--- src/rtl/enfs_pkg.sv ---
// Shared constants and transaction types for the next-floor selector.
package enfs_pkg;

   localparam int FLOORS  = 4;
   localparam int FLOOR_W = (FLOORS > 1) ? $clog2(FLOORS) : 1;
   localparam int HALL_W  = FLOORS - 1;

   typedef struct packed {
      logic [FLOOR_W-1:0] car_floor;
      logic               last_dir_down;
      logic [FLOORS-1:0]  cab_request_mask;
      logic [HALL_W-1:0]  hall_up_mask;
      logic [HALL_W-1:0]  hall_down_mask;
   } req_type;

   typedef struct packed {
      logic               goal_valid;
      logic [FLOOR_W-1:0] goal_floor;
   } rsp_type;

endpackage

--- src/rtl/enfs_goal_pick.sv ---
// Combinational goal floor decision for one registered request.
module enfs_goal_pick
   import enfs_pkg::*;
(
   input  req_type req,
   output rsp_type rsp
);

   // {hit, index} of the lowest set bit strictly above the car
   function automatic logic [FLOOR_W:0] low_above(input logic [FLOORS-1:0] m,
                                                  input logic [FLOOR_W-1:0] fl);
      logic [FLOOR_W:0] r;
      r = '0;
      for (int f = FLOORS - 1; f >= 0; f--) begin
         if (m[f] && (FLOOR_W'(f) > fl)) begin
            r = {1'b1, FLOOR_W'(f)};
         end
      end
      return r;
   endfunction

   // {hit, index} of the highest set bit strictly below the car
   function automatic logic [FLOOR_W:0] high_below(input logic [FLOORS-1:0] m,
                                                   input logic [FLOOR_W-1:0] fl);
      logic [FLOOR_W:0] r;
      r = '0;
      for (int f = 0; f < FLOORS; f++) begin
         if (m[f] && (FLOOR_W'(f) < fl)) begin
            r = {1'b1, FLOOR_W'(f)};
         end
      end
      return r;
   endfunction

   logic [FLOOR_W-1:0] floor_sel;
   logic [FLOORS-1:0]  cab;
   logic [FLOORS-1:0]  up;
   logic [FLOORS-1:0]  dn;
   logic [FLOORS-1:0]  any_call;
   logic [FLOORS-1:0]  ahead_up;
   logic [FLOORS-1:0]  ahead_dn;
   logic [FLOOR_W:0]   cab_up_hit;
   logic [FLOOR_W:0]   cab_dn_hit;
   logic               cab_above;
   logic               cab_below;
   logic               go_up;
   logic [FLOOR_W:0]   first_hit;
   logic [FLOOR_W:0]   second_hit;

   always_comb begin
      floor_sel = req.car_floor;
      if (req.car_floor > FLOOR_W'(FLOORS - 1)) begin
         floor_sel = FLOOR_W'(FLOORS - 1);
      end

      // hall up has no top floor, hall down has no bottom floor
      cab      = req.cab_request_mask;
      up       = {1'b0, req.hall_up_mask};
      dn       = {req.hall_down_mask, 1'b0};
      any_call = cab | up | dn;

      cab_up_hit = low_above(cab, floor_sel);
      cab_dn_hit = high_below(cab, floor_sel);
      cab_above  = cab_up_hit[FLOOR_W];
      cab_below  = cab_dn_hit[FLOOR_W];

      if (cab_above && !cab_below) begin
         go_up = 1'b1;
      end else if (cab_below && !cab_above) begin
         go_up = 1'b0;
      end else begin
         go_up = !req.last_dir_down;
      end

      // stops allowed on the outbound sweep
      if (cab_above || cab_below) begin
         ahead_up = cab | up;
         ahead_dn = cab | dn;
      end else begin
         ahead_up = up | dn;
         ahead_dn = up | dn;
      end

      if (go_up) begin
         first_hit  = low_above(ahead_up, floor_sel);
         second_hit = high_below(any_call, floor_sel);
      end else begin
         first_hit  = high_below(ahead_dn, floor_sel);
         second_hit = low_above(any_call, floor_sel);
      end

      if (any_call[floor_sel]) begin
         rsp = '{goal_valid: 1'b1, goal_floor: floor_sel};
      end else if (first_hit[FLOOR_W]) begin
         rsp = '{goal_valid: 1'b1, goal_floor: first_hit[FLOOR_W-1:0]};
      end else if (second_hit[FLOOR_W]) begin
         rsp = '{goal_valid: 1'b1, goal_floor: second_hit[FLOOR_W-1:0]};
      end else begin
         rsp = '{goal_valid: 1'b0, goal_floor: '0};
      end
   end

endmodule

--- src/rtl/elevator_next_floor_select.sv ---
// Top level of the elevator next-floor selector (SCAN with cab priority).
//
//  channel  | ports                           | direction | payload
//  ---------+---------------------------------+-----------+----------
//  request  | req_valid, req_ready, req_data  | in        | req_type
//  response | rsp_valid, rsp_ready, rsp_data  | out       | rsp_type
//
// Every request transaction yields exactly one response transaction.
// Each request passes the request register, then the goal decision into the
// response register. One transaction per cycle is sustained while rsp_ready stays high; the request
// register and the response register each hold one transaction, so one new
// request is taken while a finished response waits. With both full and
// rsp_ready low, req_ready stays low until the response is taken.
// Reset (synchronous, active high) empties both stages; there is no other state.
module elevator_next_floor_select
   import enfs_pkg::*;
(
   input  logic    clock,
   input  logic    reset,
   input  logic    req_valid,
   output logic    req_ready,
   input  req_type req_data,
   output logic    rsp_valid,
   input  logic    rsp_ready,
   output rsp_type rsp_data
);

   // request stage
   logic    s1_valid_ff;
   logic    s1_valid_in;
   req_type s1_data_ff;

   // response stage
   logic    rsp_valid_ff;
   logic    rsp_valid_in;
   rsp_type rsp_data_ff;

   rsp_type goal;
   logic    s1_move;
   logic    req_take;

   enfs_goal_pick u_goal_pick (
      .req (s1_data_ff),
      .rsp (goal)
   );

   // request stage drains whenever the response slot is free or being emptied
   assign s1_move   = s1_valid_ff && (!rsp_valid_ff || rsp_ready);
   assign req_ready = !s1_valid_ff || s1_move;
   assign req_take  = req_valid && req_ready;

   always_comb begin
      s1_valid_in = s1_valid_ff;
      if (req_take) begin
         s1_valid_in = 1'b1;
      end else if (s1_move) begin
         s1_valid_in = 1'b0;
      end

      rsp_valid_in = rsp_valid_ff;
      if (s1_move) begin
         rsp_valid_in = 1'b1;
      end else if (rsp_ready) begin
         rsp_valid_in = 1'b0;
      end
   end

   always_ff @(posedge clock) begin
      if (reset) begin
         s1_valid_ff  <= 1'b0;
         rsp_valid_ff <= 1'b0;
      end else begin
         s1_valid_ff  <= s1_valid_in;
         rsp_valid_ff <= rsp_valid_in;
      end
      if (req_take) begin
         s1_data_ff <= req_data;
      end
      if (s1_move) begin
         rsp_data_ff <= goal;
      end
   end

   assign rsp_valid = rsp_valid_ff;
   assign rsp_data  = rsp_data_ff;

   // no target always reports floor zero
   a_no_goal_floor_zero: assert property (@(posedge clock) disable iff (reset)
      rsp_valid && !rsp_data.goal_valid |-> rsp_data.goal_floor == '0)
      else $error("response without goal carries a non-zero floor");

   // a held request reaches an empty response slot on the next edge
   a_stage_advance: assert property (@(posedge clock) disable iff (reset)
      s1_valid_ff && !rsp_valid_ff |=> rsp_valid_ff)
      else $error("request stage failed to advance into empty response slot");

   // empty request stage never back-pressures
   a_ready_when_empty: assert property (@(posedge clock) disable iff (reset)
      !s1_valid_ff |-> req_ready)
      else $error("request not ready although request stage is empty");

endmodule

--- config.mk ---
export PLATFORM = sky130hd
export DESIGN_NAME = elevator_next_floor_select
export DESIGN_NICKNAME = d
export VERILOG_FILES = /design/src/rtl/enfs_pkg.sv /design/src/rtl/enfs_goal_pick.sv /design/src/rtl/elevator_next_floor_select.sv
export SDC_FILE = /design/constraint.sdc
export NUM_CORES = 1
export LEC_CHECK = 0
export ABC_CLOCK_PERIOD_IN_PS = 2650
export BUFFER_PORTS_ARGS = -buffer_cell sky130_fd_sc_hd__buf_4
export CAP_MARGIN = 30
export CORE_ASPECT_RATIO = 0.7
export CORE_MARGIN = 1
export CORE_UTILIZATION = 30
export DETAILED_ROUTE_END_ITERATION = 10
export SLEW_MARGIN = 20
export SYNTH_ARGS = -nofsm -noshare
export SYNTH_HDL_FRONTEND = slang
export SYNTH_SLANG_ARGS = --single-unit
--- constraint.sdc ---
create_clock -name clock -period 2.65 [get_ports clock]
set_input_delay 0.53 -clock clock [delete_from_list [all_inputs] [get_ports clock]]
set_output_delay 0.53 -clock clock [all_outputs]
set_load 0.03 [all_outputs]
# --- Word level (Yosys, flattened, before mapping) ---
# Index checks and enable logic that the tools add are counted.
classes:
  magnitude_cmp: 10
  mux: 40
  bitwise_logic: 4
  reduce_logical: 39
ops:
  columns: ["operator", "count"]
  rows:
  - ["$mux W3", 27]
  - ["$logic_and A1 B1 Y1", 28]
  - ["$mux W4", 2]
  - ["$or A4 B4 Y4", 2]
  - ["$mux W1", 7]
  - ["$mux W2", 3]
  - ["$logic_not A1 Y1", 5]
  - ["$gt A1 B2 Y1 const A", 2]
  - ["$gt A2 B2 Y1 const A", 2]
  - ["$lt A1 B2 Y1 const A", 2]
  - ["$lt A2 B2 Y1 const A", 2]
  - ["$or A3 B4 Y4", 1]
  - ["$or A4 B3 Y4", 1]
  - ["$reduce_bool A2 Y1", 2]
  - ["$logic_or A1 B1 Y1", 3]
  - ["$lt A2 B3 Y1 const B", 1]
  - ["$bmux W1 S2", 1]
  - ["$gt A2 B2 Y1 const B", 1]
  - ["$reduce_or A2 Y1", 1]
totals:
  register_bits: 18
  in_bits: 17
  out_inout_bits: 5
  word_cells: 102

# --- Longest topological paths before layout ---
# Gate-level depths: netlist of run 1.
depth:
  word_depth: 18
  ltp_mapped: 8
  ltp_nobuf: 6

# --- Modules after synthesis ---
# Synthesis of run 1 repeated with hierarchy kept, for this count alone.
hier_totals:
  cells_unflattened: 123
  hier_area_um2: 1231.2
modules_own_cells:
  columns: ["mod", "instances", "cells_per_inst", "area_each_um2", "seq_area_each_um2"]
  rows:
  - ["enfs_goal_pick", 1, 97, 646.9, 0.0]
  - ["elevator_next_floor_select", 1, 26, 584.3, 520.5]

# --- Worst setup path before layout of run 1 ---
# Ideal clock, no wire load.
synth_path:
  path_kind: "register to register"
  start: "register s1_data_ff[11] (netlist name)"
  end: "register rsp_data_ff, in the netlist rsp_data[0] (data pin)"
  setup_time_ns: 0.275
  arrival_ns: 1.681
  t_required_ns: 2.375
  slack_ns: 0.694
  path_stages_with_launch: 8
  n_path_buf: 1
  period_less_slack_ns: 1.956
  cell_sequence: "edfxtp_1 > buf_6 > or3_1 > a211oi_2 > o2111ai_1 > a21boi_1 > o221ai_2 > a22oi_1"
synth_rtl:
  columns: ["item", "line_no", "rtl"]
  rows:
  - ["from (decl)", "elevator_next_floor_select.sv:31", "req_type s1_data_ff;"]
  - ["from (signal assigned)", "elevator_next_floor_select.sv:77", "s1_data_ff <= req_data;"]
  - ["to (signal assigned)", "elevator_next_floor_select.sv:80", "rsp_data_ff <= goal;"]
  - ["to (decl)", "elevator_next_floor_select.sv:36", "rsp_type rsp_data_ff;"]

==> results of run 1 <==
[sequential cells by signal, indices dropped and copies added (netlist names)]
name / cells
rsp_data: 3
rsp_valid: 1
s1_data_ff: 13
s1_valid_ff: 1
[cells by family (layout without fill, tap and decap cells)]
group	count (synthesis)	count (layout)	synth area share (%)
adders and majority gates	1	1	0.781
DFF	18	18	40.6
muxes	2	2	1.56
buffers and inverters	12	31	6.44
AOI/OAI and AO/OA	47	47	29.4
and+or+nand+nor	49	49	21.3
[power breakdown]
part	internal, mW	switching, mW	total (mW)	leakage, nW
combinational	0.0694	0.0791	0.148	0.348
sequential	0.329	0.0256	0.354	0.169
clock	0.107	0.0929	0.200	0.0228
[critical path, stage by stage, from the launching register on]
cell and delay [ns]:
edfxtp_1 0.65, a21o_1 0.30, a211oi_2 0.36, a31o_4 0.19, nand2_1 0.10, o32ai_2 0.35, a22oi_1 0.14
[metal layers]
| metal | vias to the layer above | wire length (um) | global-route usage, % |
|---|---|---|---|
| met2 | 49 | 1270 | 19.5 |
| met4 | 0 | 61 | 6.89 |
| met5 | - | 0 | 0 |
| met3 | 6 | 153 | 2.28 |
| li1 | 538 | - | - |
| met1 | 529 | 1340 | 18.5 |
[metrics by stage]
step                      cell area (um^2)  std cells  setup slack (ns)  total power [mW]  utilization (%)
after detailed placement              1460        196             0.339             0.506             36.3
after CTS                             1500        200             0.317             0.710             37.4
after global routing                  1500        200             0.152             0.739             37.4
after global placement                1460        196             0.447             0.502             36.3
final                                 1500        200             0.297             0.702             37.4
after floorplan                       1280        129             0.694             0.463                -
[synth_stat cells, types with 2 or more instances]
cell,n,share of area (%)
nor2_1,10,2.9
buf_6,4,3.5
dfxtp_1,2,3.1
nor3_1,5,2.0
or3_1,5,2.4
o21ai_1,3,1.2
or4b_1,2,1.6
a22oi_1,3,1.8
nand2b_1,2,0.98
o21ai_0,4,1.6
o211ai_1,3,1.8
o31ai_1,2,1.2
nand2_1,10,2.9
a2bb2oi_1,2,1.4
mux2i_1,2,1.6
nor2b_1,3,1.5
a21o_1,2,1.2
and2_1,2,0.98
buf_2,3,1.2
inv_1,3,0.88
edfxtp_1,16,37
o221ai_1,2,1.4
a21oi_1,7,2.7
a211oi_2,2,2.0
[worst paths after layout]
kind | startpoint | end | slack, ns
hold reg to reg | s1_valid_ff | rsp_valid | 0.51
hold / removal | reset | rsp_valid | 0.43
setup reg to reg | s1_data_ff[12] | rsp_data[1] | 0.30
setup / recovery | s1_data_ff[12] | rsp_data[1] | 0.30
[final cells by class]
class,count,share of cell area (%)
sequential,18,34.7
multi-input combinational,99,45.3
timing repair buffer,24,12.0
clock buffer,4,3.00
tap,52,4.33
inverter,3,0.750
==> impl_metrics.toml, run 1 <==
[outcome]
status = "finished, final reports clean"

[floorplanning]
core_area_mm2 = 0.00402
die_y_um = 56.7
die_area_mm2 = 0.00454
placementRows = 19
io_pins = 22
die_x_um = 80.1
start_util_pct = 31.9

[placement]
port_buffers = 21
dp_hpwl_um = 2070
place_congestion = 0.829

[worst_setup_path]
cp-end-kind = "flop"
cp_max_fo = 20
critPathKind = "reg -> reg"
reg2reg_depth = 6
arrival_ns = 2.34
required_ns = 2.64
worst_setup_path_start_kind = "flop"

[worst_hold_path]
holdCritPathClass = "in -> reg"
holdPathStages = 2

[clocking]
clkTransAtPathRegs_ns = 0.07
cts_resized = 0
root_buffer = "clkbuf_8"
cts_setup_buffers = 0
cts_tree = "done"
clk_latency_ns = 0.26
cts_made_buffers = 3
ctsHoldBuffers = 0
clkSinkCount = 18
ctsLongestPathBuffers = 2
h-tree-depth = 1

[power]
worst_ir_drop_vdd_mv = 0.296
p_leak_nw = 0.540
powerDensity_mw_per_mm2 = 468

[yosys]
yosys_warnings = 0
synthCells = 129
dominantRegCellSynth = "edfxtp_1"
syn_area_mm2 = 0.00128
ys_seq_area_share_pct = 40.6
ys_seq_elements = 18
synth_fp_nets = 146
synth_area_per_cell_um2 = 9.94
synth_cell_types = 54
synth-edff-count = 16
async_flop_share_pct = 0

[final_layout]
nFillCells = 386
multi_input_area_um2 = 679
layout_commonest_cell = "buf_4"
ff_latch_area_um2 = 520
drive_gt1_share_pct = 25.0
diodes = 0
final_cell_mix = "24 x buf_4, 16 x edfxtp_1, 10 x nand2_1, 10 x nor2_1, 7 x a21oi_1"
syn2layout_area_growth_pct = 17.1
finish.net_count = 166

[route]
wl_per_cell_um = 14.1
drt-vias-per-instance = 5.61
drt_iter0_drc = 100
first_pass_iters = 4
ant_nets = 0
num_vias = 1122
wirelength_um = 2820
drc = 0

[timing]
worst_slew_pin_slew_ns = 0.588
finalSetupTns_ns = 0
fmax_mhz = 425
relSlewSlack_pct = 60.8
period_share_pct = 88.8
fin_skew_ns = 0.00363
timing.hold.ws_ns = 0.434
hold_viol_final = 0
period_minus_slack_ns = 2.35
grt_setup_unrepaired = "no"
final_max_slew_viol_count = 0
setup_viol = 0

[global_route]
grt_max_degree = 21
grt_pass1_wl_um = 4570
grt_overflow_total = 0
grt_pass1_vias = 934
track_usage_pct = 13.3
antenna_found_initial = 0

[flow_run]
drv_cap = 0
(Power assumes the default switching activity.)
==> run 2, diff against run 1 <==
- CORE_MARGIN: 1 -> default
- PLACE_DENSITY: default -> 0.57
==> impl_metrics.toml, run 2 (synthesized netlist as in run 1, its figures left out) <==
[power]
worst_ir_drop_vdd_mv = 0.231
switching_power_mw = 0.196
powerDensity_mw_per_mm2 = 466
clockPowerShare_pct = 27.5
p_comb_share_pct = 21.3
p_leak_nw = 0.535
seq_power_share_pct = 51.2
p_int_mw = 0.500
swShare_pct = 28.2

[final_layout]
drive_gt1_share_pct = 24.5
regMostFlops = "s1_data_ff"
syn2layout_area_growth_pct = 16.5
diodes = 0
final_cell_mix = "23 x buf_4, 16 x edfxtp_1, 10 x nand2_1, 10 x nor2_1, 7 x a21oi_1"
finish.utilization_pct = 37.2
layout_commonest_cell = "buf_4"
finalInstanceArea_mm2 = 0.00149
instances_no_fill = 199
finish.net_count = 165
largest_reg_flops = 13

[timing]
final_max_slew_viol_count = 0
hold_viol_final = 0
fin_skew_ns = 0.00422
setup_ws_ns = 0.271
finalSetupTns_ns = 0
period_minus_slack_ns = 2.38
worst_slew_pin_slew_ns = 0.552
fmax_mhz = 420
grt_setup_unrepaired = "no"
relSlewSlack_pct = 63.2
period_share_pct = 89.8
setup_viol = 0

[route]
num_vias = 1106
drt-vias-per-instance = 5.56
ant_nets = 0
first_pass_iters = 4
wirelength_um = 2930
wl_per_cell_um = 14.7
drt_iter0_drc = 69
drc = 0

[placement]
dp_hpwl_um = 2210
placedCellCount = 195
port_buffers = 21
placed_area_mm2 = 0.00145
pre_cts_ws_ns = 0.304
place_congestion = 0.902

[clocking]
clkTransAtPathRegs_ns = 0.07
cts_made_buffers = 3
root_buffer = "clkbuf_8"
cts_tree = "done"
clkSinkCount = 18
cts_setup_buffers = 0
cts_resized = 0
ctsLongestPathBuffers = 2
h-tree-depth = 1
ctsHoldBuffers = 0
clk_latency_ns = 0.25

[worst_setup_path]
cp-end-kind = "flop"
cp_max_fo = 17
critPathKind = "reg -> reg"
slowest_delay_ns = 0.62
required_ns = 2.63
arrival_ns = 2.36
worst_setup_path_start_kind = "flop"
crit_path_top_delay_cell = "edfxtp_1"
reg2reg_depth = 6
crit_chain = "a21o_1 > a211oi_2 > a31o_4 > nand2_1 > o32ai_2 > a22oi_1"

[floorplanning]
placementRows = 19
die_area_mm2 = 0.00454
core_area_mm2 = 0.00402
start_util_pct = 31.9
die_y_um = 56.7
die_x_um = 80.1
io_pins = 22

[flow_run]
drv_cap = 0

[worst_hold_path]
holdPathStages = 2
holdCritPathClass = "in -> reg"

[global_route]
grt_pass1_wl_um = 4970
grt_pass1_vias = 1055
grt_max_degree = 18
antenna_found_initial = 0
grt_overflow_total = 0
track_usage_pct = 13.9

[outcome]
status = "finished, final reports clean"
## run 2: per-stage QoR
| stage | hold WS (ns) | total power, mW |
|---|---|---|
| 3_5_place_dp | 0.506 | 0.508 |
| 2_1_floorplan | 0.478 | 0.463 |
| 6_report | 0.441 | 0.696 |
| 4_1_cts | 0.435 | 0.700 |
| 5_1_grt | 0.442 | 0.733 |
| 3_3_place_gp | 0.504 | 0.504 |
## run 2: per-layer routing
metal  global-route usage (%)  wire length (um)  up-vias
met5                        0                 0        -
met4                     5.10                27        0
met3                     2.76               176        4
met2                     19.3              1290       41
met1                     21.0              1440      522
li1                         -                 -      539
## run 2: worst max-delay path, delay by kind of cell, from the launching register on
family             cells  cell delay, ns
DFF                    1            0.62
AOI/OAI and AO/OA      5            1.37
and+or+nand+nor        1            0.12
## run 2: power by group through the flow
stage	clock network [mW]	logic (mW)	registers, mW
finish	0.191	0.148	0.356
global route	0.210	0.163	0.359
CTS	0.198	0.147	0.356
detailed placement	0	0.147	0.362
global placement	0	0.143	0.361
floorplan	0	0.113	0.350
## run 2: worst paths after layout
path	startpoint	endpoint	slack, ns
worst max-delay path	s1_data_ff[12]	rsp_data[1]	0.27
worst min register to register	s1_valid_ff	rsp_valid	0.52
worst max register to register	s1_data_ff[12]	rsp_data[1]	0.27
worst min-delay path	reset	rsp_valid	0.44
## run 2: final cells by class
type	instances	area [um^2]
Fill cell	396	2520
Timing Repair Buffer	23	173
Sequential cell	18	520
Tap cell	52	65.1
Clock inverter	1	3.75
Inverter	3	11.3
Multi-Input combinational cell	99	679
Clock buffer	3	41.3
